===== src/rtl/aoc_pkg.sv =====
// Package of the accelerometer orientation classifier.
// Holds the register map, sequencer states, field widths and fixed constants.
// No dependencies.
package aoc_pkg;

   // Field widths of one request and one result.
   localparam int AXIS_W  = 16;
   localparam int POS_W   = 3;
   localparam int CONF_W  = 16;
   localparam int REQ_W   = 48;
   localparam int RSP_W   = 72;
   localparam int ADDR_W  = 5;
   localparam int DATA_W  = 32;
   localparam int NUM_POS = 6;

   // Shared divider: dividend covers |value * 100| and |ring sum|, divisor a 16 bit magnitude.
   localparam int DVD_W    = 22;
   localparam int DSR_W    = 16;
   localparam int DIV_CNT_W = 5;

   // Multiplier operands and product.
   localparam int MUL_W  = 17;
   localparam int PROD_W = 34;

   // Position codes and fixed levels.
   localparam logic [POS_W-1:0]  POS_NEUTRAL    = 3'd5;
   localparam logic [POS_W-1:0]  POS_UNRESOLVED = 3'd6;
   localparam logic [POS_W-1:0]  POS_LAST       = 3'd5;
   localparam logic [CONF_W-1:0] CONF_MAX      = 16'hFFFF;
   localparam logic [CONF_W-1:0] CONF_NEUTRAL  = 16'd100;
   localparam logic [CONF_W-1:0] CONF_NONE     = 16'd0;
   localparam logic signed [MUL_W-1:0] PERCENT = 17'sd100;
   localparam logic signed [AXIS_W-1:0] FLAT_XY_HI = 16'sd512;
   localparam logic signed [AXIS_W-1:0] FLAT_XY_LO = -16'sd512;
   localparam logic signed [AXIS_W-1:0] FLAT_Z_LO  = 16'sd2000;
   localparam logic signed [AXIS_W-1:0] FLAT_Z_HI  = 16'sd3023;
   localparam logic [15:0] SCALE_RESET = 16'd10048;

   // Axis codes in the axis select register.
   typedef enum logic [1:0] {
      AXIS_X    = 2'd0,
      AXIS_Y    = 2'd1,
      AXIS_Z    = 2'd2,
      AXIS_NONE = 2'd3
   } axis_code_type;

   // Register indexes (byte address is four times the index).
   typedef enum logic [2:0] {
      REG_SCALE = 3'd0,
      REG_THR0  = 3'd1,
      REG_THR1  = 3'd2,
      REG_THR2  = 3'd3,
      REG_THR3  = 3'd4,
      REG_THR4  = 3'd5,
      REG_THR5  = 3'd6,
      REG_AXIS  = 3'd7
   } reg_index_type;

   // Sequencer states, one-hot.
   typedef enum logic [9:0] {
      S_IDLE       = 10'b0000000001,
      S_UPDATE     = 10'b0000000010,
      S_AVG_LOAD   = 10'b0000000100,
      S_DIVIDE     = 10'b0000001000,
      S_AVG_MUL    = 10'b0000010000,
      S_AVG_STORE  = 10'b0000100000,
      S_CONF_MUL   = 10'b0001000000,
      S_CONF_LOAD  = 10'b0010000000,
      S_CONF_CHECK = 10'b0100000000,
      S_OUTPUT     = 10'b1000000000
   } state_type;

endpackage


===== src/rtl/accel_orientation_classifier_core.sv =====
// Accelerometer orientation classifier: moving average, scaling and position vote.
// Depends on aoc_pkg and aoc_ram.
//
// Usage:
// Each request on the req_ stream carries one raw 3-axis sample. The sample
// replaces the oldest entry of a ring of WINDOW samples (all zero after reset),
// the per-axis ring averages are scaled to Q.8 m/s^2, and the six configured
// positions are scored. One result per request leaves on the rsp_ stream.
// The sequencer finishes one request before it accepts the next; its processing
// time grows with the number of positions with a nonzero threshold. The shared
// restoring divider, one quotient bit per cycle over 22 bits, serves the three
// averages and every confidence.
// req_tready is high only while the sequencer is idle. The result sits in an
// output register, so a new request is taken while the result waits; if the
// receiver stalls, the next result holds in the sequencer until the output
// register frees. Reset (synchronous, active high) clears the ring valid bits,
// the running sums, the registers to their reset values and rsp_tvalid. The user
// must write the csr_ APB port only while the block is idle; the block does not enforce it.
module accel_orientation_classifier_core #(
   parameter int WINDOW      = 8,
   parameter int MIN_PERCENT = 70
) (
   input  logic                        clock,
   input  logic                        reset,
   // Request stream.
   input  logic                        req_tvalid,
   output logic                        req_tready,
   // tdata: accel_x [15:0], accel_y [31:16], accel_z [47:32].
   input  logic [aoc_pkg::REQ_W-1:0]   req_tdata,
   // Result stream.
   output logic                        rsp_tvalid,
   input  logic                        rsp_tready,
   // tdata: position [2:0], confidence [18:3], proc_x [34:19], proc_y [50:35],
   // proc_z [66:51], zero [71:67].
   output logic [aoc_pkg::RSP_W-1:0]   rsp_tdata,
   // Configuration port.
   input  logic                        csr_psel,
   input  logic                        csr_penable,
   input  logic                        csr_pwrite,
   input  logic [aoc_pkg::ADDR_W-1:0]  csr_paddr,
   input  logic [aoc_pkg::DATA_W-1:0]  csr_pwdata,
   output logic [aoc_pkg::DATA_W-1:0]  csr_prdata,
   output logic                        csr_pready
);

   import aoc_pkg::*;

   localparam int SLOT_W = (WINDOW > 1) ? $clog2(WINDOW) : 1;
   localparam int SUM_W  = AXIS_W + $clog2(WINDOW);
   localparam logic [SLOT_W-1:0] SLOT_LAST = SLOT_W'(WINDOW - 1);
   localparam logic [DSR_W-1:0]  WIN_DIV   = DSR_W'(WINDOW);
   localparam logic [CONF_W-1:0] MIN_CONF  = CONF_W'(MIN_PERCENT);

   // Configuration registers.
   logic [15:0]              scale_ff;
   logic signed [AXIS_W-1:0] thr_ff [NUM_POS];
   logic [11:0]              axis_sel_ff;

   // Sequencer and datapath registers.
   state_type                state_ff, state_in;
   logic [REQ_W-1:0]         sample_ff, sample_in;
   logic [SLOT_W-1:0]        slot_ff, slot_in;
   logic [WINDOW-1:0]        valid_ff, valid_in;
   logic signed [SUM_W-1:0]  sum_ff [3];
   logic signed [SUM_W-1:0]  sum_in [3];
   logic signed [AXIS_W-1:0] proc_ff [3];
   logic signed [AXIS_W-1:0] proc_in [3];
   logic [1:0]               axis_ff, axis_in;
   logic [POS_W-1:0]         pos_ff, pos_in;
   logic                     conf_phase_ff, conf_phase_in;
   logic                     neg_ff, neg_in;
   logic signed [PROD_W-1:0] prod_ff, prod_in;
   logic [DSR_W-1:0]         rem_ff, rem_in;
   logic [DVD_W-1:0]         quo_ff, quo_in;
   logic [DSR_W-1:0]         dsr_ff, dsr_in;
   logic [DIV_CNT_W-1:0]     cnt_ff, cnt_in;
   logic [CONF_W-1:0]        best_ff, best_in;
   logic [POS_W-1:0]         win_ff, win_in;
   logic                     found_ff, found_in;
   logic                     rsp_valid_ff, rsp_valid_in;
   logic [RSP_W-1:0]         rsp_data_ff, rsp_data_in;

   // Combinational helpers.
   logic                     req_accept;
   logic                     csr_write;
   reg_index_type            csr_index;
   logic [REQ_W-1:0]         ring_rd_data;
   logic                     ring_wr_en;
   logic signed [MUL_W-1:0]  mul_a, mul_b;
   logic [DSR_W:0]           div_shift, div_diff;
   logic                     div_ge;
   logic signed [SUM_W-1:0]  sum_sel;
   logic signed [AXIS_W-1:0] thr_sel;
   logic signed [AXIS_W-1:0] value_sel;
   logic signed [MUL_W-1:0]  avg_val;
   logic [CONF_W-1:0]        conf_sat;
   logic                     out_free;
   logic                     flat;

   assign req_accept = req_tvalid && req_tready;
   assign req_tready = (state_ff == S_IDLE);
   assign csr_write  = csr_psel && csr_penable && csr_pwrite && csr_pready;
   assign csr_index  = reg_index_type'(csr_paddr[4:2]);
   assign csr_pready = 1'b1;
   assign ring_wr_en = (state_ff == S_UPDATE);
   assign out_free   = !rsp_valid_ff || rsp_tready;

   // Sample ring memory.
   aoc_ram #(
      .WIDTH (REQ_W),
      .DEPTH (WINDOW)
   ) u_ring (
      .clock   (clock),
      .wr_en   (ring_wr_en),
      .wr_addr (slot_ff),
      .wr_data (sample_ff),
      .rd_en   (req_accept),
      .rd_addr (slot_ff),
      .rd_data (ring_rd_data)
   );

   // Configuration writes.
   always_ff @(posedge clock) begin
      if (reset) begin
         scale_ff    <= SCALE_RESET;
         axis_sel_ff <= '0;
         for (int i = 0; i < NUM_POS; i++) begin
            thr_ff[i] <= '0;
         end
      end else if (csr_write) begin
         unique case (csr_index)
            REG_SCALE: scale_ff    <= csr_pwdata[15:0];
            REG_THR0:  thr_ff[0]   <= csr_pwdata[15:0];
            REG_THR1:  thr_ff[1]   <= csr_pwdata[15:0];
            REG_THR2:  thr_ff[2]   <= csr_pwdata[15:0];
            REG_THR3:  thr_ff[3]   <= csr_pwdata[15:0];
            REG_THR4:  thr_ff[4]   <= csr_pwdata[15:0];
            REG_THR5:  thr_ff[5]   <= csr_pwdata[15:0];
            REG_AXIS:  axis_sel_ff <= csr_pwdata[11:0];
         endcase
      end
   end

   // Configuration reads; thresholds read back sign-extended.
   always_comb begin
      unique case (csr_index)
         REG_SCALE: csr_prdata = {16'd0, scale_ff};
         REG_THR0:  csr_prdata = 32'(thr_ff[0]);
         REG_THR1:  csr_prdata = 32'(thr_ff[1]);
         REG_THR2:  csr_prdata = 32'(thr_ff[2]);
         REG_THR3:  csr_prdata = 32'(thr_ff[3]);
         REG_THR4:  csr_prdata = 32'(thr_ff[4]);
         REG_THR5:  csr_prdata = 32'(thr_ff[5]);
         REG_AXIS:  csr_prdata = {20'd0, axis_sel_ff};
      endcase
   end

   // Operand selection for the current axis and position.
   always_comb begin
      sum_sel = sum_ff[axis_ff];
      thr_sel = thr_ff[pos_ff];
      unique case (axis_code_type'(axis_sel_ff[{pos_ff, 1'b0} +: 2]))
         AXIS_X:    value_sel = proc_ff[0];
         AXIS_Y:    value_sel = proc_ff[1];
         AXIS_Z:    value_sel = proc_ff[2];
         AXIS_NONE: value_sel = '0;
      endcase
      avg_val = neg_ff ? -$signed({1'b0, quo_ff[MUL_W-2:0]}) : $signed({1'b0, quo_ff[MUL_W-2:0]});
   end

   // Shared multiplier: average times scale, or axis value times one hundred.
   always_comb begin
      if (state_ff == S_AVG_MUL) begin
         mul_a = avg_val;
         mul_b = $signed({1'b0, scale_ff});
      end else begin
         mul_a = MUL_W'(value_sel);
         mul_b = PERCENT;
      end
   end

   // Restoring divider step, one quotient bit per cycle.
   assign div_shift = {rem_ff, quo_ff[DVD_W-1]};
   assign div_diff  = div_shift - {1'b0, dsr_ff};
   assign div_ge    = (div_shift >= {1'b0, dsr_ff});

   // Saturated confidence and the flat test.
   assign conf_sat = (|quo_ff[DVD_W-1:CONF_W]) ? CONF_MAX : quo_ff[CONF_W-1:0];
   assign flat = (proc_ff[0] > FLAT_XY_LO) && (proc_ff[0] < FLAT_XY_HI) &&
                 (proc_ff[1] > FLAT_XY_LO) && (proc_ff[1] < FLAT_XY_HI) &&
                 (proc_ff[2] >= FLAT_Z_LO) && (proc_ff[2] <= FLAT_Z_HI);

   // Sequencer and datapath next values.
   always_comb begin
      logic signed [SUM_W-1:0]  old_s;
      logic [SUM_W-1:0]         sum_mag;
      logic [PROD_W-1:0]        prod_mag;
      logic [POS_W-1:0]         fin_pos;
      logic [CONF_W-1:0]        fin_conf;

      state_in      = state_ff;
      sample_in     = sample_ff;
      slot_in       = slot_ff;
      valid_in      = valid_ff;
      sum_in        = sum_ff;
      proc_in       = proc_ff;
      axis_in       = axis_ff;
      pos_in        = pos_ff;
      conf_phase_in = conf_phase_ff;
      neg_in        = neg_ff;
      prod_in       = prod_ff;
      rem_in        = rem_ff;
      quo_in        = quo_ff;
      dsr_in        = dsr_ff;
      cnt_in        = cnt_ff;
      best_in       = best_ff;
      win_in        = win_ff;
      found_in      = found_ff;
      rsp_data_in   = rsp_data_ff;
      rsp_valid_in  = rsp_valid_ff && !rsp_tready;
      sum_mag       = sum_sel[SUM_W-1] ? SUM_W'(-sum_sel) : SUM_W'(sum_sel);
      prod_mag      = prod_ff[PROD_W-1] ? PROD_W'(-prod_ff) : PROD_W'(prod_ff);
      old_s         = '0;

      // Final position: best qualified vote, else neutral when flat, else unresolved.
      if (found_ff) begin
         fin_pos  = win_ff;
         fin_conf = best_ff;
      end else if (flat) begin
         fin_pos  = POS_NEUTRAL;
         fin_conf = CONF_NEUTRAL;
      end else begin
         fin_pos  = POS_UNRESOLVED;
         fin_conf = CONF_NONE;
      end

      unique case (state_ff)
         S_IDLE: begin
            if (req_accept) begin
               sample_in = req_tdata;
               state_in  = S_UPDATE;
            end
         end
         // Running sums: add the new sample, drop the one it overwrites.
         S_UPDATE: begin
            for (int a = 0; a < 3; a++) begin
               old_s = valid_ff[slot_ff] ?
                       SUM_W'($signed(ring_rd_data[a*AXIS_W +: AXIS_W])) : '0;
               sum_in[a] = sum_ff[a] + SUM_W'($signed(sample_ff[a*AXIS_W +: AXIS_W]))
                           - old_s;
            end
            valid_in[slot_ff] = 1'b1;
            slot_in       = (slot_ff == SLOT_LAST) ? '0 : slot_ff + 1'b1;
            axis_in       = '0;
            conf_phase_in = 1'b0;
            state_in      = S_AVG_LOAD;
         end
         S_AVG_LOAD: begin
            neg_in   = sum_sel[SUM_W-1];
            rem_in   = '0;
            quo_in   = DVD_W'(sum_mag);
            dsr_in   = WIN_DIV;
            cnt_in   = DIV_CNT_W'(DVD_W - 1);
            state_in = S_DIVIDE;
         end
         S_DIVIDE: begin
            rem_in = div_ge ? div_diff[DSR_W-1:0] : div_shift[DSR_W-1:0];
            quo_in = {quo_ff[DVD_W-2:0], div_ge};
            cnt_in = cnt_ff - 1'b1;
            if (cnt_ff == '0) begin
               state_in = conf_phase_ff ? S_CONF_CHECK : S_AVG_MUL;
            end
         end
         S_AVG_MUL: begin
            prod_in  = mul_a * mul_b;
            state_in = S_AVG_STORE;
         end
         // Floor shift by 16: bits 31:16 of the product.
         S_AVG_STORE: begin
            proc_in[axis_ff] = prod_ff[31:16];
            if (axis_ff == 2'd2) begin
               pos_in        = '0;
               best_in       = '0;
               found_in      = 1'b0;
               win_in        = POS_UNRESOLVED;
               conf_phase_in = 1'b1;
               state_in      = S_CONF_MUL;
            end else begin
               axis_in  = axis_ff + 1'b1;
               state_in = S_AVG_LOAD;
            end
         end
         // Positions with a zero threshold are skipped.
         S_CONF_MUL: begin
            prod_in = mul_a * mul_b;
            if (thr_sel != '0) begin
               state_in = S_CONF_LOAD;
            end else if (pos_ff == POS_LAST) begin
               state_in = S_OUTPUT;
            end else begin
               pos_in = pos_ff + 1'b1;
            end
         end
         // A quotient counts only when dividend and divisor share a sign.
         S_CONF_LOAD: begin
            neg_in   = prod_ff[PROD_W-1] ^ thr_sel[AXIS_W-1];
            rem_in   = '0;
            quo_in   = prod_mag[DVD_W-1:0];
            dsr_in   = thr_sel[AXIS_W-1] ? DSR_W'(-thr_sel) : DSR_W'(thr_sel);
            cnt_in   = DIV_CNT_W'(DVD_W - 1);
            state_in = S_DIVIDE;
         end
         S_CONF_CHECK: begin
            if (!neg_ff && (conf_sat >= MIN_CONF) && (conf_sat > best_ff)) begin
               best_in  = conf_sat;
               win_in   = pos_ff;
               found_in = 1'b1;
            end
            if (pos_ff == POS_LAST) begin
               state_in = S_OUTPUT;
            end else begin
               pos_in   = pos_ff + 1'b1;
               state_in = S_CONF_MUL;
            end
         end
         // Hand the result to the output register once it is free.
         S_OUTPUT: begin
            if (out_free) begin
               rsp_data_in  = {5'd0, proc_ff[2], proc_ff[1], proc_ff[0], fin_conf, fin_pos};
               rsp_valid_in = 1'b1;
               state_in     = S_IDLE;
            end
         end
         default: begin
            state_in = S_IDLE;
         end
      endcase
   end

   // Control registers with reset.
   always_ff @(posedge clock) begin
      if (reset) begin
         state_ff     <= S_IDLE;
         slot_ff      <= '0;
         valid_ff     <= '0;
         rsp_valid_ff <= 1'b0;
         for (int a = 0; a < 3; a++) begin
            sum_ff[a] <= '0;
         end
      end else begin
         state_ff     <= state_in;
         slot_ff      <= slot_in;
         valid_ff     <= valid_in;
         rsp_valid_ff <= rsp_valid_in;
         sum_ff       <= sum_in;
      end
   end

   // Payload and working registers.
   always_ff @(posedge clock) begin
      sample_ff     <= sample_in;
      proc_ff       <= proc_in;
      axis_ff       <= axis_in;
      pos_ff        <= pos_in;
      conf_phase_ff <= conf_phase_in;
      neg_ff        <= neg_in;
      prod_ff       <= prod_in;
      rem_ff        <= rem_in;
      quo_ff        <= quo_in;
      dsr_ff        <= dsr_in;
      cnt_ff        <= cnt_in;
      best_ff       <= best_in;
      win_ff        <= win_in;
      found_ff      <= found_in;
      rsp_data_ff   <= rsp_data_in;
   end

   assign rsp_tvalid = rsp_valid_ff;
   assign rsp_tdata  = rsp_data_ff;

`ifndef NO_ASSERTIONS
   // An accepted request always starts with the ring update.
   a_accept_update: assert property (@(posedge clock) disable iff (reset)
      req_accept |=> (state_ff == S_UPDATE))
      else $error("accepted request did not enter the ring update");

   // A recorded winner always meets the minimum confidence.
   a_best_min: assert property (@(posedge clock) disable iff (reset)
      (found_ff && (state_ff == S_OUTPUT)) |-> (best_ff >= MIN_CONF))
      else $error("winning confidence below the minimum");

   // A new result never overwrites one still waiting at the output.
   a_no_overwrite: assert property (@(posedge clock) disable iff (reset)
      (rsp_valid_ff && !rsp_tready) |=> (rsp_valid_ff && $stable(rsp_data_ff)))
      else $error("waiting result was overwritten");

   // Unresolved position comes with zero confidence and nothing else does.
   a_unresolved_conf: assert property (@(posedge clock) disable iff (reset)
      rsp_valid_ff |-> ((rsp_data_ff[POS_W-1:0] == POS_UNRESOLVED) ==
                        (rsp_data_ff[POS_W +: CONF_W] == CONF_NONE)))
      else $error("unresolved position and zero confidence disagree");
`endif

endmodule


===== src/rtl/aoc_ram.sv =====
// Generic single-port-write, single-port-read RAM with registered read data.
// Used for the sample ring of the orientation classifier; no dependencies.
module aoc_ram #(
   parameter int WIDTH = 48,
   parameter int DEPTH = 8
) (
   input  logic                                   clock,
   input  logic                                   wr_en,
   input  logic [((DEPTH > 1) ? $clog2(DEPTH) : 1)-1:0] wr_addr,
   input  logic [WIDTH-1:0]                       wr_data,
   input  logic                                   rd_en,
   input  logic [((DEPTH > 1) ? $clog2(DEPTH) : 1)-1:0] rd_addr,
   output logic [WIDTH-1:0]                       rd_data
);

   logic [WIDTH-1:0] mem_ff [DEPTH];
   logic [WIDTH-1:0] rd_data_ff;

   // Write port and registered read port.
   always_ff @(posedge clock) begin
      if (wr_en) begin
         mem_ff[wr_addr] <= wr_data;
      end
      if (rd_en) begin
         rd_data_ff <= mem_ff[rd_addr];
      end
   end

   assign rd_data = rd_data_ff;

endmodule


===== config.mk =====
export PLATFORM = sky130hd
export DESIGN_NAME = accel_orientation_classifier_core
export DESIGN_NICKNAME = d
export VERILOG_FILES = /design/src/rtl/aoc_pkg.sv /design/src/rtl/accel_orientation_classifier_core.sv /design/src/rtl/aoc_ram.sv
export SDC_FILE = /design/constraint.sdc
export NUM_CORES = 2
export LEC_CHECK = 0
export BUFFER_PORTS_ARGS = -buffer_cell sky130_fd_sc_hd__buf_2
export CORE_ASPECT_RATIO = 1.5
export CORE_MARGIN = 2
export CORE_UTILIZATION = 40
export CTS_BUF_LIST = sky130_fd_sc_hd__clkbuf_2
export DETAILED_ROUTE_END_ITERATION = 8
export SYNTH_ARGS = -nofsm -noshare
export SYNTH_HDL_FRONTEND = slang
export SYNTH_SLANG_ARGS = --single-unit

===== constraint.sdc =====
create_clock -name clock -period 24.5 [get_ports clock]
set_clock_uncertainty 0.1 [all_clocks]
set_input_delay 1.225 -clock clock [delete_from_list [all_inputs] [get_ports clock]]
set_output_delay 1.225 -clock clock [all_outputs]
set_load 0.02 [all_outputs]

==> results.md <==
* First-pass GRT wire length at 222000 um
* Min-delay src: req_tdata[42]
* Clk pin slew, worst setup/hold paths at 130 ps
* Critical path arrival at 11810 ps
* Share of cells above drive strength 1 at 13.7%
* Synth Area in XOR/XNOR at 2.18%
* R2r setup slk at 14030 ps
* CTS HTree Levels at 4
* Critical Path End Type: flop
* Clock sink total at 920
* Synth Area in Simple Gates at 12.0%
* Vias in the first global route at 37.5k
* Sw Pwr at 0.000892 W
* CTS tree: done
* DR vias/cell at 5.26
* Number of port buffers at 174
* Area delta synth->final at 11.3%
* All-Layer GR Usage at 21.6%
* Routed WL at 147000 um
* Max Buffers Root-to-Sink at 3
* Antenna violations before repair at 3
* Slew HR at 13.5%
* Flops & latches, synth at 920
* Syn Area/Cell at 11.4 sq um
* Worst Hold Class: input port to flop
* Leading cell type in the layout, fill and taps excluded: edfxtp_1
* Residual DRC at 0
* GRT overflow at 0
* Final period utilization at 42.7%
* Via Count at 36.7k
* Post-Syn Area at 0.0533 sq mm
* WS Path Type: flop to flop
* Area share of the largest cell type after synthesis at 45.6%
* RSZ-0062 raised after global routing: no
* Final Hold Viols at 0
* Worst path required time at 25850 ps
* Yosys warns at 0
* Tmin final at 10470 ps
* Synth Instances at 4660
* Hold WS at 195 ps
* Largest net degree at the start of global routing at 68
* Final setup viols at 0
* HPWL after detailed placement at 101000 um
* Multiplexer area fraction after synthesis at 3.02%
* Highest-count cells in the layout ignoring fill and taps: edfxtp_1, inv_1, nand2_1, fa_1, clkbuf_2
* Fillers at 12.4k
* CP Max Fanout at 17
* Root Driver: clkbuf_2
* Setup TNS at 0 ps
* Core Footprint at 0.133 sq mm
* Seq pwr share at 55.8%
* Initial detailed-routing violation count at 2150
* DIE AREA at 0.136 sq mm
* Clk_lat worst skew at 1710 ps
* Post-synth ARST share at 0%
* FF-to-FF Start: pos_ff[0]
* Adder-cell share of the synthesized area at 17.0%
* Remaining antenna violation count at 0
* Slew Viols, Final at 0
* Area fraction in compound gates after synthesis at 9.78%
* Wire per inst at 21.0 um
* Starting density of the core at 40.2%
* Sequential fraction of the synthesis area at 49.7%
* Proportion of power drawn by combinational gates at 11.2%
* PwrDens at 53.2 mW/mm^2
* Hold path depth at 2
* CP Launch Type: flop
* Clock share of power at 33.0%
* CTS Buf Count at 223
* Synth area leader: edfxtp_1
* Max VDD drop at 0.0000429 V
* Number of enable flip-flop cells after synthesis at 810
* Status: finished clean
* # rows at 164
* Die X at 302 um
* Largest family of logic cells by synthesized area: adder cells
* Synth unique cells at 84
* Leak at 23.8 nW
* Vert. Die Dim at 451 um
* Fmax at 95.6 MHz
* Final Wtd Congestion at 0.936
* PostCTS Resize Cnt at 0
* Worst-case hold path end point: sample_ff[42]
* DRT Pass-1 Iters at 5
* Sw frac at 28.2%
* Max-cap violations at 0
* Top_reg_cell synth: edfxtp_1
* Worst slew pin tran at 1300 ps
* R2R Path End: prod_ff[33]
* Area contributors post-synth: edfxtp_1, fa_1, inv_1, ha_1, dfxtp_1
* IO Pins at 199
* Internal Power at 0.00227 W
* Net count, final at 5652
* Worst r2r path cells at 27
metal layers:
metal	routed length, um	vias to the layer above	GRT usage [%]
met2	75600	1164	38.6
met4	7320	0	11.3
li1	-	17025	-
met3	7160	325	3.11
met5	0	-	0
met1	56500	18152	24.8
metrics by stage:
stage	total power (W)	area (sq um)	setup slack [ps]	util, %	cells
2_1_floorplan	0.00204	53400	16460	-	4664
3_3_place_gp	0.00214	56300	13920	42.4	6455
3_5_place_dp	0.00214	56300	13980	42.4	6455
4_1_cts	0.00320	59400	14010	44.7	6969
5_1_grt	0.00331	59400	13670	44.7	6972
6_report	0.00316	59400	14030	44.7	6975
cell families (layout without fill, tap and decap cells):
family / Yosys count / count (layout)
buffers and inverters: 862 / 1424
and+or+nand+nor: 1312 / 1312
AOI/OAI and AO/OA: 779 / 779
xor gates and xnor gates: 133 / 133
muxes: 127 / 127
adders and majority gates: 525 / 525
DFF: 920 / 920
other: 2 / 12
repair_timing:
| item | CTS | global route |
|---|---|---|
| hold buffers | 98 | 0 |
| endpoints found under the hold margin | 184 | 0 |
| setup buffers | 0 | 0 |
sequential cells by signal, summed over array words and instances, names as in the netlist, 8 cells and up, named ones only:
register / flops
axis_sel_ff: 12
u_ring.rd_data: 48
sample_ff: 48
best_ff: 16
valid_ff: 8
dsr_ff: 16
prod_ff: 33
state_ff: 10
rsp_tdata: 67
sum_ff: 57
thr_ff: 96
quo_ff: 22
proc_ff: 48
rem_ff: 16
u_ring.mem_ff: 384
scale_ff: 16
cells in the mapped netlist (all sizes together), types with 66 or more instances:
master  number
a21oi      178
a22oi      203
and2       167
clkbuf     160
dfxtp      110
edfxtp     810
fa         334
ha         191
inv        653
mux2i       84
nand2      434
nand4       66
nor2       282
nor2b      106
o21ai      131
xnor2       68
worst max path at each step:
| stage | startpoint | cells past startpoint | slack (ps) | end |
|---|---|---|---|---|
| floorplan | pos_ff[0] | 28 | 16460 | prod_ff[33] |
| global placement | pos_ff[0] | 27 | 13920 | prod_ff[33] |
| detailed placement | pos_ff[0] | 27 | 13980 | prod_ff[33] |
| CTS | pos_ff[0] | 27 | 14010 | prod_ff[33] |
| global route | pos_ff[0] | 27 | 13670 | prod_ff[33] |
| finish | pos_ff[0] | 27 | 14030 | prod_ff[33] |
area by class of cell:
cell class	instances	area (sq um)	area share [%]
repair buffers	353	2460	4.15
flip-flops and latches	920	26500	44.7
multi-input cells	2882	23600	39.8
inverters	655	2460	4.14
well taps	1743	2180	3.67
clock buffers	323	1620	2.72
diodes	6	15.0	0.0253
clock inverters	93	519	0.874
worst max-delay path: stages (launching register included):
cell and delay [ps]:
edfxtp_1 660, mux4_2 600, mux2i_2 160, buf_4 340, and2_0 770, a211oi_1 310
a21oi_2 890, nand2_1 170, fa_1 560, inv_1 70, fa_1 510, inv_1 60
fa_1 540, inv_1 50, fa_1 380, fa_1 570, inv_1 60, fa_1 480
inv_1 40, ha_1 320, or2_2 310, a21oi_1 160, a21oi_1 80, or3_1 540
o2111ai_1 590, a21o_1 270, o21ai_0 200, a311oi_1 450
power by group through the flow:
stage / logic [W] / registers, W / clock network (W)
global placement: 0.000336 / 0.00180 / 0
floorplan: 0.000249 / 0.00179 / 0
CTS: 0.000354 / 0.00177 / 0.00108
finish: 0.000353 / 0.00177 / 0.00104
global route: 0.000393 / 0.00177 / 0.00115
detailed placement: 0.000340 / 0.00180 / 0
(Power assumes the default switching activity.)
